### src/rtl/stcf_pkg.sv
// Shared types and codes for the STCF thread scheduler.
package stcf_pkg;

    localparam int MaxThreadsDef  = 16;
    localparam int ElapsedBitsDef = 16;

    // Event codes
    localparam logic [2:0] OP_TICK   = 3'd0;
    localparam logic [2:0] OP_YIELD  = 3'd1;
    localparam logic [2:0] OP_EXIT   = 3'd2;
    localparam logic [2:0] OP_JOIN   = 3'd3;
    localparam logic [2:0] OP_BLOCK  = 3'd4;
    localparam logic [2:0] OP_WAKE   = 3'd5;
    localparam logic [2:0] OP_CREATE = 3'd6;

    // Status codes
    localparam logic [2:0] ST_OK       = 3'd0;
    localparam logic [2:0] ST_REJECTED = 3'd1;
    localparam logic [2:0] ST_DEADLOCK = 3'd2;
    localparam logic [2:0] ST_ALL_DONE = 3'd3;
    localparam logic [2:0] ST_NO_ID    = 3'd4;

    typedef enum logic [1:0] {
        TS_FREE,
        TS_ACTIVE,
        TS_JOINING,
        TS_BLOCKED
    } t_tstate;

    typedef enum logic [2:0] {
        FS_IDLE,
        FS_EXEC,
        FS_WALK,
        FS_INS,
        FS_POP,
        FS_FIN
    } t_fsm;

    typedef enum logic [1:0] {
        QC_NOP,
        QC_INS,
        QC_POP,
        QC_FRONT
    } t_qop;

    // Queue command shared by all cells
    typedef struct packed {
        t_qop op;
        logic behind;
    } t_qctl;

endpackage

### src/rtl/stcf_cell.sv
// One slot of the sorted ready queue: holds a thread id and its elapsed key.
module stcf_cell
    import stcf_pkg::*;
#(
    parameter int ID_W = 4,
    parameter int EB   = 16
) (
    input  logic            i_clk,
    input  t_qctl           i_ctl,
    input  logic [ID_W-1:0] i_new_id,
    input  logic [EB-1:0]   i_new_key,
    input  logic            i_valid,
    input  logic            i_prev_stay,
    input  logic [ID_W-1:0] i_prev_id,
    input  logic [EB-1:0]   i_prev_key,
    input  logic [ID_W-1:0] i_next_id,
    input  logic [EB-1:0]   i_next_key,
    output logic            o_stay,
    output logic [ID_W-1:0] o_id,
    output logic [EB-1:0]   o_key
);

    logic [ID_W-1:0] r_id;
    logic [EB-1:0]   r_key;

    // Entry stays ahead of the incoming thread
    always_comb begin
        o_stay = 1'b0;
        if (i_valid && i_ctl.op == QC_INS) begin
            o_stay = i_ctl.behind ? (r_key <= i_new_key) : (r_key < i_new_key);
        end
    end

    always_ff @(posedge i_clk) begin
        case (i_ctl.op)
            QC_INS, QC_FRONT: begin
                if (!o_stay) begin
                    if (i_prev_stay) begin
                        r_id  <= i_new_id;
                        r_key <= i_new_key;
                    end else begin
                        r_id  <= i_prev_id;
                        r_key <= i_prev_key;
                    end
                end
            end
            QC_POP: begin
                r_id  <= i_next_id;
                r_key <= i_next_key;
            end
            default: ;
        endcase
    end

    assign o_id  = r_id;
    assign o_key = r_key;

endmodule

### src/rtl/stcf_queue.sv
// Ready queue: a chain of cells kept sorted by elapsed count, plus its fill count.
module stcf_queue
    import stcf_pkg::*;
#(
    parameter int MAX_THREADS = MaxThreadsDef,
    parameter int EB          = ElapsedBitsDef
) (
    input  logic                          i_clk,
    input  logic                          i_rst_n,
    input  t_qctl                         i_ctl,
    input  logic [$clog2(MAX_THREADS)-1:0] i_id,
    input  logic [EB-1:0]                 i_key,
    output logic [$clog2(MAX_THREADS)-1:0] o_head_id,
    output logic [EB-1:0]                 o_head_key,
    output logic [$clog2(MAX_THREADS):0]  o_count
);

    localparam int ID_W = $clog2(MAX_THREADS);
    localparam int CW   = ID_W + 1;

    logic [CW-1:0]   r_count;
    logic            full;
    t_qctl           ctl;
    logic            stay [MAX_THREADS];
    logic [ID_W-1:0] ids  [MAX_THREADS];
    logic [EB-1:0]   keys [MAX_THREADS];

    assign full = (r_count == CW'(MAX_THREADS));

    // Inserts into a full queue are dropped
    always_comb begin
        ctl = i_ctl;
        if (full && (i_ctl.op == QC_INS || i_ctl.op == QC_FRONT)) begin
            ctl.op = QC_NOP;
        end
    end

    // Cell chain
    for (genvar g = 0; g < MAX_THREADS; g++) begin : g_cell
        logic            prev_stay;
        logic [ID_W-1:0] prev_id;
        logic [EB-1:0]   prev_key;
        logic [ID_W-1:0] next_id;
        logic [EB-1:0]   next_key;

        if (g == 0) begin : g_first
            assign prev_stay = 1'b1;
            assign prev_id   = i_id;
            assign prev_key  = i_key;
        end else begin : g_mid
            assign prev_stay = stay[g-1];
            assign prev_id   = ids[g-1];
            assign prev_key  = keys[g-1];
        end
        if (g == MAX_THREADS - 1) begin : g_last
            assign next_id  = ids[g];
            assign next_key = keys[g];
        end else begin : g_nx
            assign next_id  = ids[g+1];
            assign next_key = keys[g+1];
        end

        stcf_cell #(
            .ID_W(ID_W),
            .EB  (EB)
        ) u_cell (
            .i_clk      (i_clk),
            .i_ctl      (ctl),
            .i_new_id   (i_id),
            .i_new_key  (i_key),
            .i_valid    (CW'(g) < r_count),
            .i_prev_stay(prev_stay),
            .i_prev_id  (prev_id),
            .i_prev_key (prev_key),
            .i_next_id  (next_id),
            .i_next_key (next_key),
            .o_stay     (stay[g]),
            .o_id       (ids[g]),
            .o_key      (keys[g])
        );
    end

    // Fill count
    always_ff @(posedge i_clk) begin
        if (!i_rst_n) begin
            r_count <= '0;
        end else begin
            case (ctl.op)
                QC_INS, QC_FRONT: r_count <= r_count + 1'b1;
                QC_POP:           r_count <= r_count - 1'b1;
                default: ;
            endcase
        end
    end

    assign o_head_id  = ids[0];
    assign o_head_key = keys[0];
    assign o_count    = r_count;

endmodule

### src/rtl/stcf_thread_scheduler.sv
// Top level: event sequencer, per-thread tables and result register.
//
//  channel | signals                                        | dir
//  event   | i_valid o_ready i_opcode i_thread_id i_hold     | in
//  result  | o_valid i_ready o_running_id o_running_valid    | out
//          | o_switched o_new_id o_status                    |
//
// An event passes through decode, an optional queue insert, an optional
// queue pop and the result step; a join adds one walk step per thread on its
// wait chain, up to MAX_THREADS. The queue shifts all its cells at once.
// Reset is synchronous and clears all thread tables at once.
// A result still waiting in the output register holds the sequencer in its
// last step, and no new event is taken until that result drains.
module stcf_thread_scheduler
    import stcf_pkg::*;
#(
    parameter int MAX_THREADS  = MaxThreadsDef,
    parameter int ELAPSED_BITS = ElapsedBitsDef
) (
    input  logic       i_clk,
    input  logic       i_rst_n,
    input  logic       i_valid,
    output logic       o_ready,
    input  logic [2:0] i_opcode,
    input  logic [3:0] i_thread_id,
    input  logic       i_hold,
    output logic       o_valid,
    input  logic       i_ready,
    output logic [3:0] o_running_id,
    output logic       o_running_valid,
    output logic       o_switched,
    output logic [3:0] o_new_id,
    output logic [2:0] o_status
);

    localparam int ID_W = $clog2(MAX_THREADS);
    localparam int CW   = ID_W + 1;
    localparam int EB   = ELAPSED_BITS;

    t_fsm r_fsm, n_fsm;

    // Event registers
    logic [2:0]      r_op;
    logic [3:0]      r_tid;
    logic            r_hold;

    // Scheduler state
    t_tstate         r_tstate  [MAX_THREADS];
    logic [EB-1:0]   r_elapsed [MAX_THREADS];
    logic [CW-1:0]   r_joiner  [MAX_THREADS];
    logic [ID_W-1:0] r_cur;
    logic [CW-1:0]   r_nfree;
    logic            r_started;

    // Per-event bookkeeping
    logic            r_do_pop, r_front, r_behind;
    logic [ID_W-1:0] r_ins_id;
    logic [EB-1:0]   r_ins_key;
    logic [2:0]      r_status;
    logic [ID_W-1:0] r_new_id;
    logic            r_was_valid;
    logic [ID_W-1:0] r_was_id;
    logic [ID_W-1:0] r_walk;
    logic [ID_W-1:0] r_steps;

    // Result register
    logic            r_out_valid;
    logic [3:0]      r_out_run_id;
    logic            r_out_run_v, r_out_sw;
    logic [3:0]      r_out_new_id;
    logic [2:0]      r_out_status;

    // Queue interface
    t_qctl           q_ctl;
    logic [ID_W-1:0] q_head_id;
    logic [EB-1:0]   q_head_key;
    logic [CW-1:0]   q_count;

    stcf_queue #(
        .MAX_THREADS(MAX_THREADS),
        .EB         (EB)
    ) u_queue (
        .i_clk     (i_clk),
        .i_rst_n   (i_rst_n),
        .i_ctl     (q_ctl),
        .i_id      (r_ins_id),
        .i_key     (r_ins_key),
        .o_head_id (q_head_id),
        .o_head_key(q_head_key),
        .o_count   (q_count)
    );

    // Common decode terms
    logic            running, q_any, tid_ok;
    logic [ID_W-1:0] tid_idx, w_id;
    logic [EB-1:0]   e_cur, e_b;
    logic [CW-1:0]   need, j_cur;
    logic [CW:0]     nfree_sum;

    assign running   = r_started && r_tstate[r_cur] == TS_ACTIVE;
    assign q_any     = q_count != '0;
    assign tid_ok    = (CW+4)'(r_tid) < (CW+4)'(MAX_THREADS);
    assign tid_idx   = ID_W'(r_tid);
    assign e_cur     = r_elapsed[r_cur];
    assign e_b       = (e_cur == {EB{1'b1}}) ? e_cur : e_cur + 1'b1;
    assign j_cur     = r_joiner[r_cur];
    assign w_id      = ID_W'(j_cur - 1'b1);
    assign need      = r_started ? CW'(1) : CW'(2);
    assign nfree_sum = {1'b0, r_nfree} + {1'b0, need};

    // Decode of one event: queue work and outcome
    logic d_ins, d_pop, d_front, d_behind, d_walk;
    logic [ID_W-1:0] d_ins_id;
    logic [EB-1:0]   d_ins_key;
    logic [2:0]      d_status;

    always_comb begin
        d_ins     = 1'b0;
        d_pop     = 1'b0;
        d_front   = 1'b0;
        d_behind  = 1'b0;
        d_walk    = 1'b0;
        d_ins_id  = r_cur;
        d_ins_key = e_b;
        d_status  = ST_OK;
        if (r_op <= OP_BLOCK && !running) begin
            d_status = ST_REJECTED;
        end else begin
            case (r_op)
                OP_TICK: begin
                    if (!r_hold && q_any && e_b > q_head_key) begin
                        d_ins = 1'b1;
                        d_pop = 1'b1;
                    end
                end
                OP_YIELD: begin
                    if (q_any && e_b >= q_head_key) begin
                        d_ins    = 1'b1;
                        d_pop    = 1'b1;
                        d_behind = 1'b1;
                    end
                end
                OP_EXIT: begin
                    if (j_cur != '0) begin
                        d_ins_id  = w_id;
                        d_ins_key = r_elapsed[w_id];
                        if (q_any && r_elapsed[w_id] > q_head_key) begin
                            d_ins = 1'b1;
                            d_pop = 1'b1;
                        end
                    end else if (q_any) begin
                        d_pop = 1'b1;
                    end else begin
                        d_status = ST_ALL_DONE;
                    end
                end
                OP_JOIN: begin
                    if (!tid_ok || tid_idx == r_cur || r_joiner[tid_idx] != '0) begin
                        d_status = ST_REJECTED;
                    end else begin
                        d_walk = 1'b1;
                    end
                end
                OP_BLOCK: begin
                    if (q_any) d_pop = 1'b1;
                    else       d_status = ST_DEADLOCK;
                end
                OP_WAKE: begin
                    if (!tid_ok || r_tstate[tid_idx] != TS_BLOCKED) begin
                        d_status = ST_REJECTED;
                    end else if (running) begin
                        d_ins     = 1'b1;
                        d_ins_id  = tid_idx;
                        d_ins_key = r_elapsed[tid_idx];
                    end
                end
                OP_CREATE: begin
                    if (nfree_sum > (CW+1)'(MAX_THREADS)) begin
                        d_status = ST_NO_ID;
                    end else if (!r_started || running) begin
                        d_ins     = 1'b1;
                        d_front   = 1'b1;
                        d_ins_id  = ID_W'(r_nfree);
                        d_ins_key = '0;
                    end
                end
                default: d_status = ST_REJECTED;
            endcase
        end
    end

    // Join chain walk: one thread per cycle
    logic            w_done, w_ok, w_found;
    logic [ID_W-1:0] w_next;

    always_comb begin
        w_found = 1'b0;
        w_next  = '0;
        for (int x = MAX_THREADS - 1; x >= 0; x--) begin
            if (r_joiner[x] == CW'(r_walk) + 1'b1) begin
                w_found = 1'b1;
                w_next  = ID_W'(x);
            end
        end
        w_done = 1'b1;
        w_ok   = 1'b0;
        case (r_tstate[r_walk])
            TS_ACTIVE:  w_ok = r_walk != r_cur;
            TS_BLOCKED: w_ok = 1'b1;
            TS_JOINING: w_done = !w_found || r_steps == ID_W'(MAX_THREADS - 1);
            default:    w_ok = 1'b0;
        endcase
    end

    // Sequencer state register
    always_ff @(posedge i_clk) begin
        if (!i_rst_n) r_fsm <= FS_IDLE;
        else          r_fsm <= n_fsm;
    end

    // Next state and queue command
    always_comb begin
        n_fsm        = r_fsm;
        q_ctl.op     = QC_NOP;
        q_ctl.behind = r_behind;
        case (r_fsm)
            FS_IDLE: if (i_valid) n_fsm = FS_EXEC;
            FS_EXEC: begin
                if (d_walk)     n_fsm = FS_WALK;
                else if (d_ins) n_fsm = FS_INS;
                else if (d_pop) n_fsm = FS_POP;
                else            n_fsm = FS_FIN;
            end
            FS_WALK: begin
                if (w_done) n_fsm = (w_ok && q_any) ? FS_POP : FS_FIN;
            end
            FS_INS: begin
                q_ctl.op = r_front ? QC_FRONT : QC_INS;
                n_fsm    = r_do_pop ? FS_POP : FS_FIN;
            end
            FS_POP: begin
                q_ctl.op = QC_POP;
                n_fsm    = FS_FIN;
            end
            FS_FIN: if (!r_out_valid || i_ready) n_fsm = FS_IDLE;
            default: n_fsm = FS_IDLE;
        endcase
    end

    // Event capture and per-event registers
    always_ff @(posedge i_clk) begin
        if (r_fsm == FS_IDLE && i_valid) begin
            r_op   <= i_opcode;
            r_tid  <= i_thread_id;
            r_hold <= i_hold;
        end
        if (r_fsm == FS_EXEC) begin
            r_do_pop    <= d_pop;
            r_front     <= d_front;
            r_behind    <= d_behind;
            r_ins_id    <= d_ins_id;
            r_ins_key   <= d_ins_key;
            r_status    <= d_status;
            r_was_valid <= running;
            r_was_id    <= r_cur;
            r_walk      <= tid_idx;
            r_steps     <= '0;
            r_new_id    <= '0;
            if (r_op == OP_CREATE && d_status == ST_OK) r_new_id <= ID_W'(r_nfree);
        end
        if (r_fsm == FS_WALK) begin
            r_walk  <= w_next;
            r_steps <= r_steps + 1'b1;
            if (w_done) begin
                if (!w_ok)       r_status <= ST_REJECTED;
                else if (!q_any) r_status <= ST_DEADLOCK;
            end
        end
    end

    // Thread tables and running thread
    always_ff @(posedge i_clk) begin
        if (!i_rst_n) begin
            for (int t = 0; t < MAX_THREADS; t++) begin
                r_tstate[t]  <= TS_FREE;
                r_elapsed[t] <= '0;
                r_joiner[t]  <= '0;
            end
            r_cur     <= '0;
            r_nfree   <= '0;
            r_started <= 1'b0;
        end else begin
            case (r_fsm)
                FS_EXEC: begin
                    if (!(r_op <= OP_BLOCK && !running)) begin
                        case (r_op)
                            OP_TICK, OP_YIELD: r_elapsed[r_cur] <= e_b;
                            OP_EXIT: begin
                                r_tstate[r_cur] <= TS_FREE;
                                r_joiner[r_cur] <= '0;
                                if (j_cur != '0) begin
                                    r_tstate[w_id] <= TS_ACTIVE;
                                    r_cur          <= w_id;
                                end
                            end
                            OP_BLOCK: begin
                                r_elapsed[r_cur] <= e_b;
                                r_tstate[r_cur]  <= TS_BLOCKED;
                            end
                            OP_WAKE: begin
                                if (d_status == ST_OK) begin
                                    r_tstate[tid_idx] <= TS_ACTIVE;
                                    if (!running) r_cur <= tid_idx;
                                end
                            end
                            OP_CREATE: begin
                                if (d_status == ST_OK) begin
                                    r_tstate[ID_W'(r_nfree)]  <= TS_ACTIVE;
                                    r_elapsed[ID_W'(r_nfree)] <= '0;
                                    r_joiner[ID_W'(r_nfree)]  <= '0;
                                    if (!r_started) begin
                                        r_tstate[ID_W'(r_nfree + 1'b1)]  <= TS_ACTIVE;
                                        r_elapsed[ID_W'(r_nfree + 1'b1)] <= '0;
                                        r_joiner[ID_W'(r_nfree + 1'b1)]  <= '0;
                                        r_cur     <= ID_W'(r_nfree + 1'b1);
                                        r_started <= 1'b1;
                                    end else if (!running) begin
                                        r_cur <= ID_W'(r_nfree);
                                    end
                                    r_nfree <= CW'(nfree_sum);
                                end
                            end
                            default: ;
                        endcase
                    end
                end
                FS_WALK: begin
                    if (w_done && w_ok) begin
                        r_joiner[ID_W'(r_tid)] <= CW'(r_cur) + 1'b1;
                        r_tstate[r_cur]        <= TS_JOINING;
                        r_elapsed[r_cur]       <= e_b;
                    end
                end
                FS_POP: r_cur <= q_head_id;
                default: ;
            endcase
        end
    end

    // Result register
    logic now_valid;
    assign now_valid = running;

    always_ff @(posedge i_clk) begin
        if (!i_rst_n) begin
            r_out_valid <= 1'b0;
        end else if (r_fsm == FS_FIN && (!r_out_valid || i_ready)) begin
            r_out_valid <= 1'b1;
        end else if (i_ready) begin
            r_out_valid <= 1'b0;
        end
    end

    always_ff @(posedge i_clk) begin
        if (r_fsm == FS_FIN && (!r_out_valid || i_ready)) begin
            r_out_run_id <= now_valid ? 4'(r_cur) : 4'd0;
            r_out_run_v  <= now_valid;
            r_out_sw     <= (now_valid != r_was_valid) || (now_valid && r_cur != r_was_id);
            r_out_new_id <= 4'(r_new_id);
            r_out_status <= r_status;
        end
    end

    assign o_ready         = r_fsm == FS_IDLE;
    assign o_valid         = r_out_valid;
    assign o_running_id    = r_out_run_id;
    assign o_running_valid = r_out_run_v;
    assign o_switched      = r_out_sw;
    assign o_new_id        = r_out_new_id;
    assign o_status        = r_out_status;

endmodule
### config.mk
export PLATFORM = sky130hd
export DESIGN_NAME = stcf_thread_scheduler
export DESIGN_NICKNAME = d
export VERILOG_FILES = /design/src/rtl/stcf_pkg.sv /design/src/rtl/stcf_cell.sv /design/src/rtl/stcf_queue.sv /design/src/rtl/stcf_thread_scheduler.sv
export SDC_FILE = /design/constraint.sdc
export NUM_CORES = 2
export LEC_CHECK = 0
export BUFFER_PORTS_ARGS = -buffer_cell sky130_fd_sc_hd__buf_2
export CAP_MARGIN = 20
export CORE_ASPECT_RATIO = 1.1
export CORE_MARGIN = 1.5
export CORE_UTILIZATION = 36
export DETAILED_ROUTE_END_ITERATION = 8
export PLACE_DENSITY = 0.56
export SYNTH_ARGS = -nofsm -noshare
export SYNTH_HDL_FRONTEND = slang
export SYNTH_SLANG_ARGS = --single-unit
### constraint.sdc
create_clock -name i_clk -period 8.93 [get_ports i_clk]
set_clock_uncertainty 0.05 [all_clocks]
set_input_delay 2.679 -clock i_clk [delete_from_list [all_inputs] [get_ports i_clk]]
set_output_delay 2.679 -clock i_clk [all_outputs]
set_load 0.02 [all_outputs]
### Word level (Yosys, flattened, before mapping)

Memory sizes are Yosys's and may differ from the RTL's. A register that Yosys moved wholly into a read port is not among the register bits.
Index checks and enable logic that the tools add are counted.

* equal/unequal tests: 68
* muxes and demuxes: 323
* bitwise logic cells: 8
* reductions and logical operators: 85
* magnitude comparators: 53
* add/sub/neg operators: 9

Operators with widths (count)
* two-way mux 16 bit: 42
* one-hot mux 16 bit (2 select lines): 15
* two-way mux 4 bit: 84
* less-or-equal comparator 16 bit: 16
* < comparator 16 bit: 16
* one-hot mux 4 bit (2 select lines): 16
* two-way mux 1 bit: 127
* == test 5 bit: 16
* one-hot mux 16 bit (3 select lines): 1
* OR reduction 16 bit: 3
* < comparator 4 x 5 -> 1 bit (first input constant): 8
* != test 2 bit (second input constant): 20
* two-way mux 3 bit: 12
* one-hot mux 3 bit (6 select lines): 2
* greater-than comparator 16 bit: 2
* AND reduction 2 bit: 16
* logical AND 1 bit: 29
* two-way mux 2 bit: 13
* one-hot mux 4 bit (3 select lines): 2
* < comparator 3 x 5 -> 1 bit (first input constant): 4
* two-way mux 5 bit: 4
* OR reduction 5 bit: 4
* OR reduction 2 bit: 9
* adder 16 x 1 -> 16 bit (second input constant): 1
* other kinds (41): 84

* logic and storage cells: 606
* register bits after elaboration: 403
* memories kept: 3
* input port bits: 12
* bits in writable memories: 368

Memories
* r_elapsed: words 16, width 16, read ports 3, clocked after memory_dff 2, wr ports 16, RTL line stcf_thread_scheduler.sv:49 `logic [EB-1:0] r_elapsed [MAX_THREADS];`
* r_joiner: words 16, width 5, read ports 18, clocked after memory_dff 2, wr ports 16, RTL line stcf_thread_scheduler.sv:50 `logic [CW-1:0] r_joiner [MAX_THREADS];`
* r_tstate: words 16, width 2, read ports 3, clocked after memory_dff 3, wr ports 16, RTL line stcf_thread_scheduler.sv:48 `t_tstate r_tstate [MAX_THREADS];`

### Depth between registers and ports, before layout

* depth in word-level cells: 31
* depth in mapped cells: 30
* gate-level depth less buffers: 21

### Modules after synthesis

A second synthesis with hierarchy kept.

* cell total of the unflattened synthesis: 5180
* area, all modules: 52095.0 sq um

By module, submodules not included
* stcf_thread_scheduler: instances 1, seq. area each 9779.4 sq um, area an instance 28283.4 sq um, cells an instance 2725
* stcf_cell: instances 16, seq. area each 600.6 sq um, area an instance 1456.4 sq um, cells an instance 149
* stcf_queue: instances 1, seq. area each 100.1 sq um, area an instance 509.2 sq um, cells an instance 71

### Worst setup path after synthesis

No wires, ideal clock.

* path type: flip-flop to flip-flop
* start point: register (tool-made name)
* end point: register r_fsm[2]
* setup slack: 2410 ps
* stages on the path, launching flop included: 29
* path buffers: 11
* data arrival time: 6401 ps
* cell sequence: dfxtp_1 > buf_6 > buf_8 > buf_8 > buf_12 > buf_12 > buf_12 > mux4_1 > mux2i_1 > mux2_4 > buf_4 > buf_2 > ha_1 > clkbuf_1 > clkbuf_1 > clkbuf_1 > mux4_2 > nand2_1 > a31oi_2 > ha_1 > nand2_1 > or3_1 > nor4_1 > nor4_1 > o211ai_1 > nand4_1 > a21oi_1 > nand3_1 > o21ai_1

RTL lines
* end signal: assignment: RTL line stcf_thread_scheduler.sv:218 `else r_fsm <= n_fsm;`
* end: declaration: RTL line stcf_thread_scheduler.sv:40 `t_fsm r_fsm, n_fsm;`

==> results.txt <==
Status - finished, final reports clean
Synthesized area - 50710 um2
Main combinational cell family by area after synthesis - compound AO/OA/AOI/OAI gates
Clk sinks - 783
Sequential fraction of the synthesis area - 38.43%
Vias in the first global route - 41390
Initial Util - 36.22%
H-tree levels - 3
Die Y - 396.6 um
Count of distinct cell types in the synthesized netlist - 113
First-pass GRT wire length - 277.1 mm
Clk slew on worst S/H paths - 0.06 ns
Min Clock Period, post-route - 6.924 ns
Synth Area in XOR/XNOR - 2.618%
Crit-path leading delay family - simple AND/OR/NAND/NOR gates
RSZ-0062 raised after global routing - false
Global-route track usage on met3 - 5.019%
CTS Buffer Depth - 3
Final Slew Violations - 0
Antenna-violating nets left - 0
Cts-stage hold buffer count - 0
Drt pass-1 iters - 6
Leading area contributor after synthesis - edfxtp_1
Crit end category - flop
Overflow after GRT - 0
First DRT Iteration DRCs - 4730
Mux contribution to synthesized area - 16.60%
Clock Tree Root - clkbuf_16
Hold Path Class - reg -> reg
CTS tree - done
Slew HR - 22.16%
Core ar. - 140000 um2
Maxcap violations - 0
Crit path depth - 17
End point of the critical path - r_fsm[2]$_SDFFE_PN0P_
Die X-Extent - 360.9 um
Gpl congestion - 0.9580
Req. time, crit path - 9.53 ns
Met2 usage - 41.16%
Worst path bufs/invs - 1
Gr busiest metal - met2
Synth-to-Final Area Change - 10.12%
Synth async-reset ratio - 0%
Vias per std cell - 6.289
CP max stage delay - 0.91 ns
Post-Synth Simple-Gate Area - 13.75%
Largest net degree at the start of global routing - 156
Row cnt - 144
Synth Flop Type - dfxtp_1
Final Worst Setup Slack - 2.006 ns
Final Cycle Share - 77.53%
Setup violations, final - 0
Worst skew pair latency - 0.72 ns
Avg WL per Cell - 27.60 um
R2r endpoint - r_fsm[2]$_SDFFE_PN0P_
Post-CTS Resized - 0
Arrival time worst endpoint - 7.53 ns
Reg2reg path depth - 17
Layout cells sized above 1 - 14.59%
Max Freq - 144.4 MHz
Num ports - 27
Final WL - 186.7 mm
Largest cells by area after synthesis - edfxtp_1 23%, dfxtp_1 16%, mux4_2 9.9%
Worst path cell trace - buf_4 > mux4_2 > mux2i_1 > a211o_1 > or4b_4 > or4_1 > nor3b_4 > xnor2_4 > ha_1 > and4_1 > a221o_1 > a2111o_1 > o211ai_1 > nand4_1 > a21oi_1 > nand3_1 > o21ai_1
Dpl ws - 2.048 ns
Final hold vios - 0
M1 GR Usage - 33.40%
Initial antenna violation count - 5
Post-synth EDFFs - 381
Mapped Cells - 5000
Startpoint class of the critical path - flop
Yosys warns - 0
Max FO, Critical Path - 41
VDD IR-drop max - 0.1521 mV
Post-Synth Adder-Cell Area - 7.516%
Gr usage total - 25.60%
Final net count - 5188
PortBufs - 26
Setup TNS - 0 ns
Slowest-stage cell, CP - dfxtp_4
Leading cell type in the layout, fill and taps excluded - nand2_1
Avg Cell Area, Syn - 10.14 um2
CTS buffer count - 90
Synth Area in Compound Gates - 16.89%
DPL Wire Length - 128.0 mm
Synth Net Count - 5316
Synthesis-stage register bit count - 783
DR DRC count - 0
Most frequent cells in the layout - 469 x nand2_1, 399 x nor2_1, 397 x dfxtp_1
Measured slew at the worst slew-check pin - 1.168 ns
Die ar. - 143100 um2
Reg-to-reg slack, setup - 2.01 ns
Leakage power - 0.02032 uW
P per Cell Area - 199.6 nW/um2
Synth top area share - 22.56%
ANT cells - 0
Worst setup path class - reg -> reg
Setup bufs post-CTS - 0
Vias - 42560
==> logic make-up (layout without fill, tap and decap cells) <==
group / count (synthesis) / after routing
simple gates: 1487 / 1487
buf+inv: 487 / 429
compound gates: 1281 / 1281
mux: 532 / 532
flops: 783 / 783
xor+xnor: 126 / 126
fa+ha+maj: 304 / 304
==> state kept, by name (all words and copies together), names as in the netlist, 5 cells and up, named ones only <==
register	count
u_queue.g_cell.u_cell.o_id	64
r_joiner	80
u_queue.g_cell.u_cell.o_key	256
r_tstate	32
r_nfree	5
u_queue.o_count	5
r_elapsed	256
r_ins_key	16
==> worst min-delay path by stage <==
stage,slack (ns),depth (start not counted),startpoint,end
5_1_grt,0.38,0,r_new_id[1]$_SDFFCE_PN0P_,o_new_id[1]$_DFFE_PP_
2_1_floorplan,0.35,0,r_new_id[0]$_SDFFCE_PN0P_,o_new_id[0]$_DFFE_PP_
6_report,0.37,0,r_new_id[3]$_SDFFCE_PN0P_,o_new_id[3]$_DFFE_PP_
3_5_place_dp,0.35,0,r_new_id[3]$_SDFFCE_PN0P_,o_new_id[3]$_DFFE_PP_
4_1_cts,0.37,0,r_new_id[3]$_SDFFCE_PN0P_,o_new_id[3]$_DFFE_PP_
3_3_place_gp,0.36,0,r_new_id[0]$_SDFFCE_PN0P_,o_new_id[0]$_DFFE_PP_
==> cells in the mapped netlist, types with 42 or more instances <==
cell,number
nor3_1,85
ha_1,303
mux4_2,222
inv_1,98
xnor2_1,66
mux2i_1,255
a21oi_1,300
nand2_1,470
xor2_1,42
dfxtp_1,402
a221oi_1,47
edfxtp_1,381
o2bb2ai_1,43
buf_2,49
nand3_1,136
nand4_1,109
a22o_1,76
o21ai_0,311
a21o_1,82
nor2_1,407
clkbuf_1,267
==> where the power goes <==
part           switching, uW  internal, uW
combinational           1730           972
sequential               387          4160
clock                   1630          2270
total                   3740          7400
==> per-layer routing <==
metal	part of all wire [%]	routed length (um)	vias up
met5	0	0	-
met4	4.6	8501	0
met3	8.6	15970	446
met2	46	86020	2123
met1	41	76260	21180
li1	-	-	18820
==> final cells by class <==
class                      count  area [um2]
fill                       13530       84150
clock buffer                 112        2456
clock inverter                50       559.3
multi-input combinational   3730       29400
sequential                   783       19510
inverter                     102       382.9
tap                         1825        2283
timing repair buffer         165        1250
==> through the flow <==
stage	hold slack, ns	instances	instance area, um2	power [uW]	utilization [%]
floorplan	0.3503	5000	50710	6281	-
global placement	0.3555	6596	52700	7200	37.64
detailed placement	0.3545	6599	52740	7267	37.67
CTS	0.3682	6761	55760	11150	39.83
global route	0.3761	6767	55840	11590	39.89
finish	0.3678	6767	55840	11150	39.89
Power figures use the tool's default switching activity.
